**config.mk**
```make
export PLATFORM = sky130hd
export DESIGN_NAME = rounded_corner_alpha_mask_unit
export DESIGN_NICKNAME = d
export VERILOG_FILES = /design/src/rtl/core/rcam_pkg.sv /design/src/rtl/core/rcam_front.sv /design/src/rtl/core/rcam_queue.sv /design/src/rtl/core/rcam_back.sv /design/src/rtl/core/rounded_corner_alpha_mask_unit.sv
export SDC_FILE = /design/constraint.sdc
export NUM_CORES = 2
export LEC_CHECK = 0
export BUFFER_PORTS_ARGS = -buffer_cell sky130_fd_sc_hd__buf_2
export CAP_MARGIN = 30
export CORE_MARGIN = 3
export CORE_UTILIZATION = 55
export CTS_CLUSTER_DIAMETER = 150
export DETAILED_ROUTE_END_ITERATION = 12
export GPL_ROUTABILITY_DRIVEN = 1
export PLACE_DENSITY = 0.76
export SLEW_MARGIN = 25
export SYNTH_ARGS = -nofsm -noshare
export SYNTH_HDL_FRONTEND = slang
export SYNTH_SLANG_ARGS = --single-unit
```
**constraint.sdc**
```tcl
create_clock -name clk -period 15.4 [get_ports clk]
set_clock_uncertainty 0.05 [all_clocks]
set_input_delay 1.54 -clock clk [delete_from_list [all_inputs] [get_ports clk]]
set_output_delay 1.54 -clock clk [all_outputs]
set_load 0.01 [all_outputs]
```
**src/rtl/core/rcam_pkg.sv**
```systemverilog
// Shared types and constants of the rounded corner alpha mask unit.
// Holds the item structs, the configuration struct and the register indexes.
// Depends on nothing; every other file of the block uses it.
package rcam_pkg;

	localparam int COORD_BITS = 12;
	localparam int GEO_BITS = ((COORD_BITS + 2 > 15) ? COORD_BITS + 2 : 15) + 1;

	localparam int CFG_INDEX_BITS = 4;
	localparam int CFG_DATA_BITS = 13;

	localparam logic [CFG_INDEX_BITS-1:0] REG_FRAME_WIDTH  = 4'd0;
	localparam logic [CFG_INDEX_BITS-1:0] REG_FRAME_HEIGHT = 4'd1;
	localparam logic [CFG_INDEX_BITS-1:0] REG_ARC_RADIUS   = 4'd2;
	localparam logic [CFG_INDEX_BITS-1:0] REG_BASE_ALPHA   = 4'd3;

	localparam logic [12:0] FRAME_WIDTH_RESET  = 13'd640;
	localparam logic [12:0] FRAME_HEIGHT_RESET = 13'd480;
	localparam logic [10:0] ARC_RADIUS_RESET   = 11'd8;
	localparam logic [7:0]  BASE_ALPHA_RESET   = 8'd200;

	localparam int QUEUE_DEPTH = 2;

	typedef struct packed {
		logic [COORD_BITS-1:0] pixel_x;
		logic [COORD_BITS-1:0] pixel_y;
		logic [7:0]            in_blue;
		logic [7:0]            in_green;
		logic [7:0]            in_red;
	} in_item_t;

	typedef struct packed {
		logic [7:0] out_blue;
		logic [7:0] out_green;
		logic [7:0] out_red;
		logic [7:0] out_alpha;
	} out_item_t;

	typedef struct packed {
		logic [12:0] frame_width;
		logic [12:0] frame_height;
		logic [10:0] arc_radius;
		logic [7:0]  base_alpha;
	} cfg_t;

	typedef struct packed {
		logic                       black;
		logic                       corner;
		logic signed [GEO_BITS-1:0] dx;
		logic signed [GEO_BITS-1:0] dy;
		logic [7:0]                 blue;
		logic [7:0]                 green;
		logic [7:0]                 red;
	} cls_item_t;

endpackage

```
**src/rtl/core/rcam_front.sv**
```systemverilog
// Front classifier: finds the corner a pixel falls in and its offset from the corner centre.
// Uses rcam_pkg for the item and configuration structs.
module rcam_front (
	input  rcam_pkg::in_item_t  pixel,
	input  rcam_pkg::cfg_t      cfg,
	output rcam_pkg::cls_item_t cls
);

	localparam int C = rcam_pkg::COORD_BITS;
	localparam int GW = rcam_pkg::GEO_BITS;

	logic signed [GW-1:0] x2, y2, r2, wr2, hr2, cx, cy;
	logic left, right, top, bottom;

	always_comb begin
		x2 = $signed({{(GW-C-1){1'b0}}, pixel.pixel_x, 1'b1});
		y2 = $signed({{(GW-C-1){1'b0}}, pixel.pixel_y, 1'b1});
		r2 = $signed({{(GW-12){1'b0}}, cfg.arc_radius, 1'b0});
		wr2 = $signed({{(GW-14){1'b0}}, cfg.frame_width, 1'b0}) - r2;
		hr2 = $signed({{(GW-14){1'b0}}, cfg.frame_height, 1'b0}) - r2;
		left = x2 < r2;
		right = x2 > wr2;
		top = y2 < r2;
		bottom = y2 > hr2;
		cx = left ? r2 - GW'(1) : wr2 - GW'(1);
		cy = top ? r2 - GW'(1) : hr2 - GW'(1);
		cls.black = (pixel.in_blue == 8'd0) && (pixel.in_green == 8'd0)
			&& (pixel.in_red == 8'd0);
		cls.corner = (left || right) && (top || bottom);
		cls.dx = x2 - cx;
		cls.dy = y2 - cy;
		cls.blue = pixel.in_blue;
		cls.green = pixel.in_green;
		cls.red = pixel.in_red;
	end

endmodule

```
**src/rtl/core/rcam_queue.sv**
```systemverilog
// Short queue of classified items between the front classifier and the back pipeline.
// Uses rcam_pkg for the item struct and the queue depth.
module rcam_queue (
	input  logic                clk,
	input  logic                arst_n,
	input  logic                wr_en,
	input  rcam_pkg::cls_item_t wr_item,
	output logic                full,
	input  logic                rd_en,
	output rcam_pkg::cls_item_t rd_item,
	output logic                empty
);

	localparam int DEPTH = rcam_pkg::QUEUE_DEPTH;
	localparam int PW = (DEPTH > 1) ? $clog2(DEPTH) : 1;
	localparam int CW = $clog2(DEPTH + 1);

	rcam_pkg::cls_item_t mem_q [DEPTH];
	logic [PW-1:0] wr_ptr_q, rd_ptr_q;
	logic [CW-1:0] count_q;
	logic do_wr, do_rd;

	assign full = count_q == CW'(DEPTH);
	assign empty = count_q == '0;
	assign do_wr = wr_en && !full;
	assign do_rd = rd_en && !empty;
	assign rd_item = mem_q[rd_ptr_q];

	always_ff @(posedge clk or negedge arst_n) begin
		if (!arst_n) begin
			wr_ptr_q <= '0;
			rd_ptr_q <= '0;
			count_q <= '0;
		end else begin
			if (do_wr) begin
				wr_ptr_q <= (wr_ptr_q == PW'(DEPTH - 1)) ? '0 : wr_ptr_q + PW'(1);
			end
			if (do_rd) begin
				rd_ptr_q <= (rd_ptr_q == PW'(DEPTH - 1)) ? '0 : rd_ptr_q + PW'(1);
			end
			if (do_wr && !do_rd) begin
				count_q <= count_q + CW'(1);
			end else if (do_rd && !do_wr) begin
				count_q <= count_q - CW'(1);
			end
		end
	end

	always_ff @(posedge clk) begin
		if (do_wr) begin
			mem_q[wr_ptr_q] <= wr_item;
		end
	end

endmodule

```
**src/rtl/core/rcam_back.sv**
```systemverilog
// Back pipeline: squared distance, ramp numerator and an eight stage restoring divider.
// Uses rcam_pkg for the item and configuration structs.
module rcam_back (
	input  logic                clk,
	input  logic                arst_n,
	input  rcam_pkg::cfg_t      cfg,
	input  logic                in_valid,
	input  rcam_pkg::cls_item_t in_item,
	output logic                in_take,
	output logic                empty,
	input  logic                pop,
	output rcam_pkg::out_item_t result
);

	localparam int GW = rcam_pkg::GEO_BITS;
	localparam int SQW = 2 * GW;
	localparam int DW = SQW + 1;
	localparam int RW = 24;
	localparam int DIFFW = 14;
	localparam int NW = 24;
	localparam int QB = 8;

	typedef struct packed {
		logic           black;
		logic           corner;
		logic [SQW-1:0] sq_x;
		logic [SQW-1:0] sq_y;
		logic [RW-1:0]  rm;
		logic [RW-1:0]  rp;
		logic [23:0]    color;
	} s1_t;

	typedef struct packed {
		logic             use_div;
		logic [7:0]       pre_alpha;
		logic [DIFFW-1:0] diff;
		logic [23:0]      color;
	} s2_t;

	typedef struct packed {
		logic          use_div;
		logic [7:0]    pre_alpha;
		logic [NW-1:0] rem;
		logic [QB-1:0] quo;
		logic [23:0]   color;
	} div_t;

	s1_t p_s1, p_s1_d;
	s2_t p_s2, p_s2_d;
	div_t div_s [QB+1];
	div_t div_d [QB+1];
	logic vld_s1, vld_s2;
	logic div_vld_s [QB+1];
	logic adv_s1, adv_s2;
	logic div_adv [QB+1];
	logic [NW-1:0] den;

	assign den = {{(NW-15){1'b0}}, cfg.arc_radius, 4'b0000};

	always_comb begin
		div_adv[QB] = !div_vld_s[QB] || pop;
		for (int k = QB - 1; k >= 0; k--) begin
			div_adv[k] = !div_vld_s[k] || div_adv[k+1];
		end
		adv_s2 = !vld_s2 || div_adv[0];
		adv_s1 = !vld_s1 || adv_s2;
	end

	assign in_take = in_valid && adv_s1;

	logic signed [12:0] rm_base;
	logic signed [2*GW-1:0] sqx_full, sqy_full;
	logic signed [25:0] rm_full;
	logic [23:0] rp_full;

	always_comb begin
		rm_base = $signed({1'b0, cfg.arc_radius, 1'b0}) - 13'sd1;
		sqx_full = in_item.dx * in_item.dx;
		sqy_full = in_item.dy * in_item.dy;
		rm_full = rm_base * rm_base;
		rp_full = {cfg.arc_radius, 1'b1} * {cfg.arc_radius, 1'b1};
		p_s1_d.black = in_item.black;
		p_s1_d.corner = in_item.corner;
		p_s1_d.sq_x = SQW'(unsigned'(sqx_full));
		p_s1_d.sq_y = SQW'(unsigned'(sqy_full));
		p_s1_d.rm = rm_full[RW-1:0];
		p_s1_d.rp = rp_full;
		p_s1_d.color = {in_item.blue, in_item.green, in_item.red};
	end

	logic [DW-1:0] dsq;
	logic [RW-1:0] rp_diff;
	logic in_full, in_zero;

	always_comb begin
		dsq = {1'b0, p_s1.sq_x} + {1'b0, p_s1.sq_y};
		in_full = dsq <= {{(DW-RW){1'b0}}, p_s1.rm};
		in_zero = dsq >= {{(DW-RW){1'b0}}, p_s1.rp};
		rp_diff = p_s1.rp - dsq[RW-1:0];
		p_s2_d.diff = rp_diff[DIFFW-1:0];
		p_s2_d.color = p_s1.color;
		p_s2_d.use_div = 1'b0;
		if (!p_s1.black) begin
			p_s2_d.pre_alpha = 8'd255;
		end else if (!p_s1.corner || in_full) begin
			p_s2_d.pre_alpha = cfg.base_alpha;
		end else if (in_zero) begin
			p_s2_d.pre_alpha = 8'd0;
		end else begin
			p_s2_d.pre_alpha = 8'd0;
			p_s2_d.use_div = 1'b1;
		end
	end

	logic [22:0] num_prod;

	always_comb begin
		num_prod = {cfg.base_alpha, 1'b0} * p_s2.diff;
		div_d[0].use_div = p_s2.use_div;
		div_d[0].pre_alpha = p_s2.pre_alpha;
		div_d[0].rem = {1'b0, num_prod} + {{(NW-14){1'b0}}, cfg.arc_radius, 3'b000};
		div_d[0].quo = '0;
		div_d[0].color = p_s2.color;
	end

	for (genvar k = 1; k <= QB; k++) begin : g_div
		localparam int B = QB - k;
		logic [NW-1:0] trial;
		always_comb begin
			trial = den << B;
			div_d[k] = div_s[k-1];
			if (div_s[k-1].rem >= trial) begin
				div_d[k].rem = div_s[k-1].rem - trial;
				div_d[k].quo[B] = 1'b1;
			end
		end
	end

	always_ff @(posedge clk or negedge arst_n) begin
		if (!arst_n) begin
			vld_s1 <= 1'b0;
			vld_s2 <= 1'b0;
			for (int k = 0; k <= QB; k++) begin
				div_vld_s[k] <= 1'b0;
			end
		end else begin
			if (adv_s1) begin
				vld_s1 <= in_valid;
			end
			if (adv_s2) begin
				vld_s2 <= vld_s1;
			end
			if (div_adv[0]) begin
				div_vld_s[0] <= vld_s2;
			end
			for (int k = 1; k <= QB; k++) begin
				if (div_adv[k]) begin
					div_vld_s[k] <= div_vld_s[k-1];
				end
			end
		end
	end

	always_ff @(posedge clk) begin
		if (adv_s1) begin
			p_s1 <= p_s1_d;
		end
		if (adv_s2) begin
			p_s2 <= p_s2_d;
		end
		for (int k = 0; k <= QB; k++) begin
			if (div_adv[k]) begin
				div_s[k] <= div_d[k];
			end
		end
	end

	assign empty = !div_vld_s[QB];
	assign result.out_blue = div_s[QB].color[23:16];
	assign result.out_green = div_s[QB].color[15:8];
	assign result.out_red = div_s[QB].color[7:0];
	assign result.out_alpha = div_s[QB].use_div ? div_s[QB].quo : div_s[QB].pre_alpha;

endmodule

```
**src/rtl/core/rounded_corner_alpha_mask_unit.sv**
```systemverilog
// Top level of the rounded corner alpha mask unit: configuration registers and the two halves.
// Depends on rcam_pkg, rcam_front, rcam_queue and rcam_back.
//
// The unit turns a stream of pixels into premultiplied color and alpha for a window with
// rounded, antialiased corners. It takes one pixel per clock cycle for as long as results
// are taken. Each pixel passes through the input queue, the squared distance register, the
// compare register, the ramp numerator register and the eight divider stages, which
// resolve one quotient bit per stage. The configuration port is always ready; write it
// only while no pixel is in flight.
module rounded_corner_alpha_mask_unit (
	input  logic                                  clk,
	input  logic                                  arst_n,
	input  logic                                  push,
	output logic                                  full,
	input  rcam_pkg::in_item_t                    pixel,
	output logic                                  empty,
	input  logic                                  pop,
	output rcam_pkg::out_item_t                   result,
	input  logic                                  cfg_valid,
	output logic                                  cfg_ready,
	input  logic [rcam_pkg::CFG_INDEX_BITS-1:0]   cfg_index,
	input  logic [rcam_pkg::CFG_DATA_BITS-1:0]    cfg_data
);

	rcam_pkg::cfg_t cfg_q;
	rcam_pkg::cls_item_t cls, head;
	logic head_empty, head_take;

	assign cfg_ready = 1'b1;

	always_ff @(posedge clk or negedge arst_n) begin
		if (!arst_n) begin
			cfg_q.frame_width <= rcam_pkg::FRAME_WIDTH_RESET;
			cfg_q.frame_height <= rcam_pkg::FRAME_HEIGHT_RESET;
			cfg_q.arc_radius <= rcam_pkg::ARC_RADIUS_RESET;
			cfg_q.base_alpha <= rcam_pkg::BASE_ALPHA_RESET;
		end else if (cfg_valid && cfg_ready) begin
			case (cfg_index)
				rcam_pkg::REG_FRAME_WIDTH: begin
					cfg_q.frame_width <= cfg_data[12:0];
				end
				rcam_pkg::REG_FRAME_HEIGHT: begin
					cfg_q.frame_height <= cfg_data[12:0];
				end
				rcam_pkg::REG_ARC_RADIUS: begin
					cfg_q.arc_radius <= cfg_data[10:0];
				end
				rcam_pkg::REG_BASE_ALPHA: begin
					cfg_q.base_alpha <= cfg_data[7:0];
				end
				default: begin
				end
			endcase
		end
	end

	rcam_front u_front (
		.pixel (pixel),
		.cfg   (cfg_q),
		.cls   (cls)
	);

	rcam_queue u_queue (
		.clk     (clk),
		.arst_n  (arst_n),
		.wr_en   (push),
		.wr_item (cls),
		.full    (full),
		.rd_en   (head_take),
		.rd_item (head),
		.empty   (head_empty)
	);

	rcam_back u_back (
		.clk      (clk),
		.arst_n   (arst_n),
		.cfg      (cfg_q),
		.in_valid (!head_empty),
		.in_item  (head),
		.in_take  (head_take),
		.empty    (empty),
		.pop      (pop),
		.result   (result)
	);

endmodule

```
## After elaboration in Yosys (flattened, before gate mapping)

Memory sizes are Yosys's and may differ from the RTL's.
Index checks and enable logic that the tools add are counted.

| word-level totals | value |
|---|---|
| flip-flop bits (word level) | 245 |
| RAM bits | 701 |
| input bits | 70 |
| output and inout bits | 35 |
| logic and storage cells | 171 |
| memories | 2 |

| operators by class | value |
|---|---|
| $add $sub $neg | 23 |
| multipliers | 5 |
| order comparisons | 14 |
| equal/unequal tests | 4 |
| multiplexer cells | 44 |
| bitwise gates (word level) | 1 |
| reductions and logical operators | 49 |

Memories:

| memory | words | bits a word | read ports | clocked after memory_dff | write ports | line | RTL |
|---|---|---|---|---|---|---|---|
| u_back.div_s | 9 | 65 | 9 | 0 | 9 | rcam_back.sv:50 | `div_t div_s [QB+1];` |
| u_queue.mem_q | 2 | 58 | 1 | 0 | 1 | rcam_queue.sv:18 | `rcam_pkg::cls_item_t mem_q [DEPTH];` |

Operators with widths:

| cell | count |
|---|---|
| 2-to-1 mux 24 bit | 7 |
| multiplier 16 x 16 -> 32 bit | 2 |
| adder 32 x 32 -> 33 bit | 1 |
| >= comparator 33 x 24 -> 1 bit | 1 |
| less-or-equal comparator 33 x 24 -> 1 bit | 1 |
| > comparator 14 x 16 -> 1 bit | 2 |
| 2-to-1 mux 16 bit | 2 |
| subtractor 14 x 16 -> 16 bit | 2 |
| subtractor 16 x 2 -> 16 bit (second input constant) | 2 |
| 2-to-1 mux 1 bit | 30 |
| subtractor 14 x 12 -> 15 bit | 2 |
| < comparator 13 x 12 -> 1 bit | 2 |
| subtractor 12 x 1 -> 13 bit (second input constant) | 2 |
| 2-to-1 mux 25 bit | 1 |
| adder 23 x 14 -> 24 bit | 1 |
| >= comparator 24 x 15 -> 1 bit | 1 |
| >= comparator 24 x 16 -> 1 bit | 1 |
| >= comparator 24 x 17 -> 1 bit | 1 |
| >= comparator 24 x 18 -> 1 bit | 1 |
| >= comparator 24 x 19 -> 1 bit | 1 |
| >= comparator 24 x 20 -> 1 bit | 1 |
| >= comparator 24 x 21 -> 1 bit | 1 |
| >= comparator 24 x 22 -> 1 bit | 1 |
| zero test 8 bit | 3 |
| other kinds (29) | 71 |

## Depth between registers and ports, before layout

| depth | value |
|---|---|
| word-level depth | 17 |
| gate-level depth with buffers | 31 |
| depth with buffers taken out | 28 |

## By module

Synthesis repeated with hierarchy kept, for this count alone.

| unflattened totals | value |
|---|---|
| cells, all modules | 6219 |
| area, all modules | 70879.2 µm² |

By module, submodules not included:

| module | instances | cells each | area each (µm²) | seq. area each (µm²) |
|---|---|---|---|---|
| rcam_back | 1 | 5290 | 60092.6 | 21175.3 |
| rcam_front | 1 | 628 | 4540.6 | 0.0 |
| rcam_queue | 1 | 200 | 4428.0 | 3583.4 |
| rounded_corner_alpha_mask_unit | 1 | 101 | 1818.0 | 1138.6 |

## Least setup slack after synthesis

OpenSTA, ideal clock, no wires.

| path | value |
|---|---|
| path type | input -> register |
| from | in pop |
| to | reg u_queue.count_q[1] |
| library setup time | 125 ps |
| arrival time | 11060 ps |
| data required time | 15225 ps |
| setup slack | 4165 ps |
| stages | 11 |
| buffers on the path | 0 |
| cell sequence | nor2_1 > nand2_1 > nor2_1 > nand3_1 > nor2_1 > nand4_1 > o21ai_0 > ha_1 > xor2_1 > nor2_1 > xor2_1 |

RTL lines:

| element | line | RTL |
|---|---|---|
| from (decl) | rounded_corner_alpha_mask_unit.sv:17 | `input logic pop,` |
| to (signal assigned) | rcam_queue.sv:42 | `count_q <= count_q + CW'(1);` |
| to (signal assigned) | rcam_queue.sv:44 | `count_q <= count_q - CW'(1);` |
| to (decl) | rcam_queue.sv:20 | `logic [CW-1:0] count_q;` |

## Worst setup path after layout

| path | value |
|---|---|
| from | reg cfg_q[9] (netlist bit) |
| to | reg u_back.p_s1[69] (netlist bit) (data pin) |

| on the way | value |
|---|---|
| longest elaborated chain between the ends | 2 |

RTL lines:

| element | line | RTL |
|---|---|---|
| from (decl) | rounded_corner_alpha_mask_unit.sv:25 | `rcam_pkg::cfg_t cfg_q;` |
| subtractor 12 x 1 -> 13 bit | rcam_back.sv:77 | `rm_base = $signed({1'b0, cfg.arc_radius, 1'b0}) - 13'sd1;` |
| multiplier 13 x 13 -> 24 bit | rcam_back.sv:80 | `rm_full = rm_base * rm_base;` |
| net u_back.rm_full[21] | rcam_back.sv:73 | `logic signed [25:0] rm_full;` |
| to (signal assigned) | rcam_back.sv:166 | `p_s1 <= p_s1_d;` |
| to (decl) | rcam_back.sv:48 | `s1_t p_s1, p_s1_d;` |

The timed path passes the listed nets, and every way through them passes these cells.
A chain may end at the register's enable or synchronous reset.

==> summary.md <==
| Metric | Value |
|---|---|
| WHS Endpoint | u_back.div_s[0][65]$_DFFE_PP_ |
| R2r setup slk | about 6.4 ns |
| GR Overflow Total | 0 |
| Fraction of layout cells with a size suffix above 1 | 7.74% |
| Area Overhead vs Synth | 8.58% |
| Routability congestion estimate | 0.964 |
| Critical path arrival | 9.33 ns |
| Min-delay src | u_back.div_s[0][0]$_DFFE_PP_ |
| Detailed Route Iter0 Violations | 3115 |
| Slew Limit Fails | 0 |
| Cts hold-fix bufs | 0 |
| CTS Buf Count | 87 |
| CTS root buffer | clkbuf_16 |
| Critical Path Sink Type | flop |
| Worst slew margin | 30.4% |
| Dominant synthesized flop cell | edfxtp_1 |
| Critical setup path kind | flop to flop |
| Vias per cell | roughly 5.6 |
| Clock Sinks | about 860 |
| First-pass GRT wire length | 240000 um |
| DRC violations left | 0 |
| Post-Route WL | roughly 150000 um |
| Top Ports | 105 |
| Hold WC Path Type | flop to flop |
| Worst reg2reg path depth | 26 |
| Syn avg cell area | 11.4 sq um |
| DRT antenna net count | 0 |
| Via total after detailed routing | 42771 |
| Largest net degree at the start of global routing | 72 |
| MaxCap Viol Count | 0 |
| Initial Util | a little under three fifths |
| Vias in the first global route | around 45000 |
| Clock slew at the register clock pins of the worst setup and hold paths | roughly 0.07 ns |
| Final Instance Area | 72200 sq um |
| CTS resizes | 0 |
| CTS tree | yes |
| Reg2Reg Launch Point | cfg_q[9]$_DFFE_PN0P_ |
| Setup violators final | 0 |
| Final Net Count | 7339 |
| TNS Setup | 0 ns |
| Area contributors post-synth | edfxtp_1 36%, fa_1 21%, ha_1 12% |
| Total die area | roughly 130000 sq um |
| Worst slew pin tran | roughly 1.0 ns |
| Overall die height | about 350 um |
| CTS H-Tree Depth | 3 |
| Ys Warns | 0 |
| Post-synthesis sequential area ratio | 38.5% |
| Routed length per instance | approximately 20 um |
| Post-synth top area cell | edfxtp_1 |
| Area post-placement | 69000 sq um |
| Cell Rows | 126 |
| Post-synth top area share | 36.2% |
| Skew-Pair Late Insertion Delay | 0.68 ns |
| Die width | between 300 and 400 um |
| Worst r2r dst | u_back.p_s1[69]$_DFFE_PN_ |
| Crit path max fanout | 19 |
| DP HPWL | 114000 um |
| Initial antenna violation count | 15 |
| Register bit count reported by yosys | 862 |
| Fin crit period | 8.99 ns |
| Post-CTS setup buffers | 0 |
| Critical path launch point type | flop |
| Final period util | 58.4% |
| GRT Util Overall | 24.3% |
| Synthesized area | 66500 sq um |
| Most numerous cell in the Yosys netlist | inv_1 |
| RSZ-0062 raised after global routing | no |
| Final Hold Violating Endpoints | 0 |
| Status | completed |
| WHS Path Cells | 0 |
| Post-synth EDFFs | 802 |
| Deepest clock path buffer count | 3 |
| Port Buf Inserts | 103 |
| Top cells by count, synth | 1025 x inv_1, 802 x edfxtp_1, 684 x fa_1 |
| Data required time at the worst endpoint | 15.74 ns |
| DRT Pass-1 Iters | 7 |
| Mapped Cells | approximately 5800 |
| Fraction of registers with async set/reset | just under 7% |
| Fmax | 111 MHz |
| Post-synthesis cell type count | 93 |
| Core Footprint | around 120000 sq um |
[flip-flops by register name (all words and copies together), names as in the netlist]
| register | flops |
|---|---|
| u_queue.rd_ptr_q | 1 |
| u_back.div_s | 517 |
| u_back.div_vld_s | 9 |
| u_queue.count_q | 2 |
| cfg_q | 45 |
| u_queue.mem_q | 112 |
| u_back.vld_s1 | 1 |
| u_back.div_d | 33 |
| u_back.vld_s2 | 1 |
| u_queue.wr_ptr_q | 1 |
| u_back.p_s2 | 12 |
| u_back.p_s1 | 128 |
[critical path: stages, from the launching register on]
cell and delay [ns]:
dfrtp_1 0.35, buf_4 0.25, clkinv_1 0.25, buf_4 0.39, ha_1 0.31, nand3_1 0.20, or4_1 0.47, xnor2_1 0.66
clkinv_1 0.59, nor2_1 0.38, fa_1 0.49, fa_1 0.50, inv_1 0.05, fa_1 0.52, inv_1 0.06, fa_1 0.50
fa_1 0.49, ha_1 0.31, ha_1 0.39, and3_1 0.22, a21oi_1 0.11, o21ai_0 0.16, o211a_1 0.26, o21a_1 0.16
o21ai_0 0.23, nor2b_1 0.21, xnor2_1 0.09
[worst max path at each step]
stage | to | slack, ns | start
after global placement | u_back.p_s1[69]$_DFFE_PN_ | 6.78 | cfg_q[9]$_DFFE_PN0P_
final | u_back.p_s1[69]$_DFFE_PN_ | 6.41 | cfg_q[9]$_DFFE_PN0P_
after floorplan | u_queue.count_q[1]$_DFFE_PN0P_ | 4.16 | pop
after global routing | u_back.p_s1[71]$_DFFE_PN_ | 5.80 | cfg_q[8]$_DFFE_PN0P_
after CTS | u_back.p_s1[69]$_DFFE_PN_ | 6.51 | cfg_q[9]$_DFFE_PN0P_
after detailed placement | u_back.p_s1[101]$_DFFE_PN_ | 6.57 | u_queue.rd_ptr_q$_DFFE_PN0P_
[placed cells by master, fill, tap and decap left out, drive strengths merged, types with 11 or more instances in the layout]
| master | n |
|---|---|
| a21boi | 40 |
| clkinv | 60 |
| nor3 | 95 |
| clkbuf | 108 |
| fa | 684 |
| and2 | 49 |
| nor2 | 424 |
| dfrtp | 50 |
| a21o | 80 |
| nor2b | 45 |
| or4 | 14 |
| edfxtp | 802 |
| and3 | 23 |
| a211oi | 26 |
| mux2i | 28 |
| xnor2 | 212 |
| inv | 1031 |
| nand3 | 49 |
| ha | 615 |
| or2 | 21 |
| xor2 | 88 |
| nand4 | 34 |
| o21bai | 23 |
| buf | 153 |
| nand2 | 414 |
| o21a | 63 |
| o211ai | 26 |
| o21ai | 188 |
| mux2 | 104 |
| a31oi | 17 |
| o31ai | 24 |
| a21oi | 200 |
| or3 | 24 |
| bufinv | 16 |
| nor4 | 31 |
| nand2b | 37 |
| diode | 11 |
[cell type report]
type	instances	area (sq um)
Antenna cell	11	27.5
Clock buffer	107	2310
Clock inverter	55	825
Fill cell	9241	46800
Inverter	1056	3960
Multi-Input combinational cell	3809	36500
Sequential cell	862	25600
Tap cell	1600	2000
Timing Repair Buffer	154	922
[logic make-up after synthesis]
kind of cell,synth area share [%]
AND/OR/NAND/NOR,8.99
adder cells (fa/ha/maj),32.2
buffers and inverters,6.66
flip-flops,38.5
AO/OA/AOI/OAI,7.52
XOR/XNOR,3.96
multiplexers,2.18
other,0.0113
[metal layers]
| metal | wire [um] | vias up | part of all wire [%] | track usage (%) |
|---|---|---|---|---|
| met5 | 34 | - | 0.023 | 0 |
| met4 | 6370 | 6 | 4.3 | 9.66 |
| met3 | 10300 | 355 | 6.9 | 3.92 |
| met2 | 71700 | 1460 | 48 | 41.0 |
| met1 | 60400 | 21176 | 41 | 31.4 |
| li1 | - | 19774 | - | - |
[per-stage QoR]
| stage | setup slack [ns] | hold slack, ns | std cells | utilization (%) |
|---|---|---|---|---|
| after floorplan | 4.16 | 0.350 | 5824 | - |
| after global placement | 6.78 | 0.350 | 7478 | 57.9 |
| after detailed placement | 6.57 | 0.355 | 7479 | 58.0 |
| after CTS | 6.51 | 0.361 | 7641 | 60.6 |
| after global routing | 5.80 | 0.372 | 7643 | 60.6 |
| final | 6.41 | 0.359 | 7654 | 60.7 |
Power is left out: the tool's default activity adds up to more than one toggle a clock period on the data nets, which glitch-free logic cannot reach.
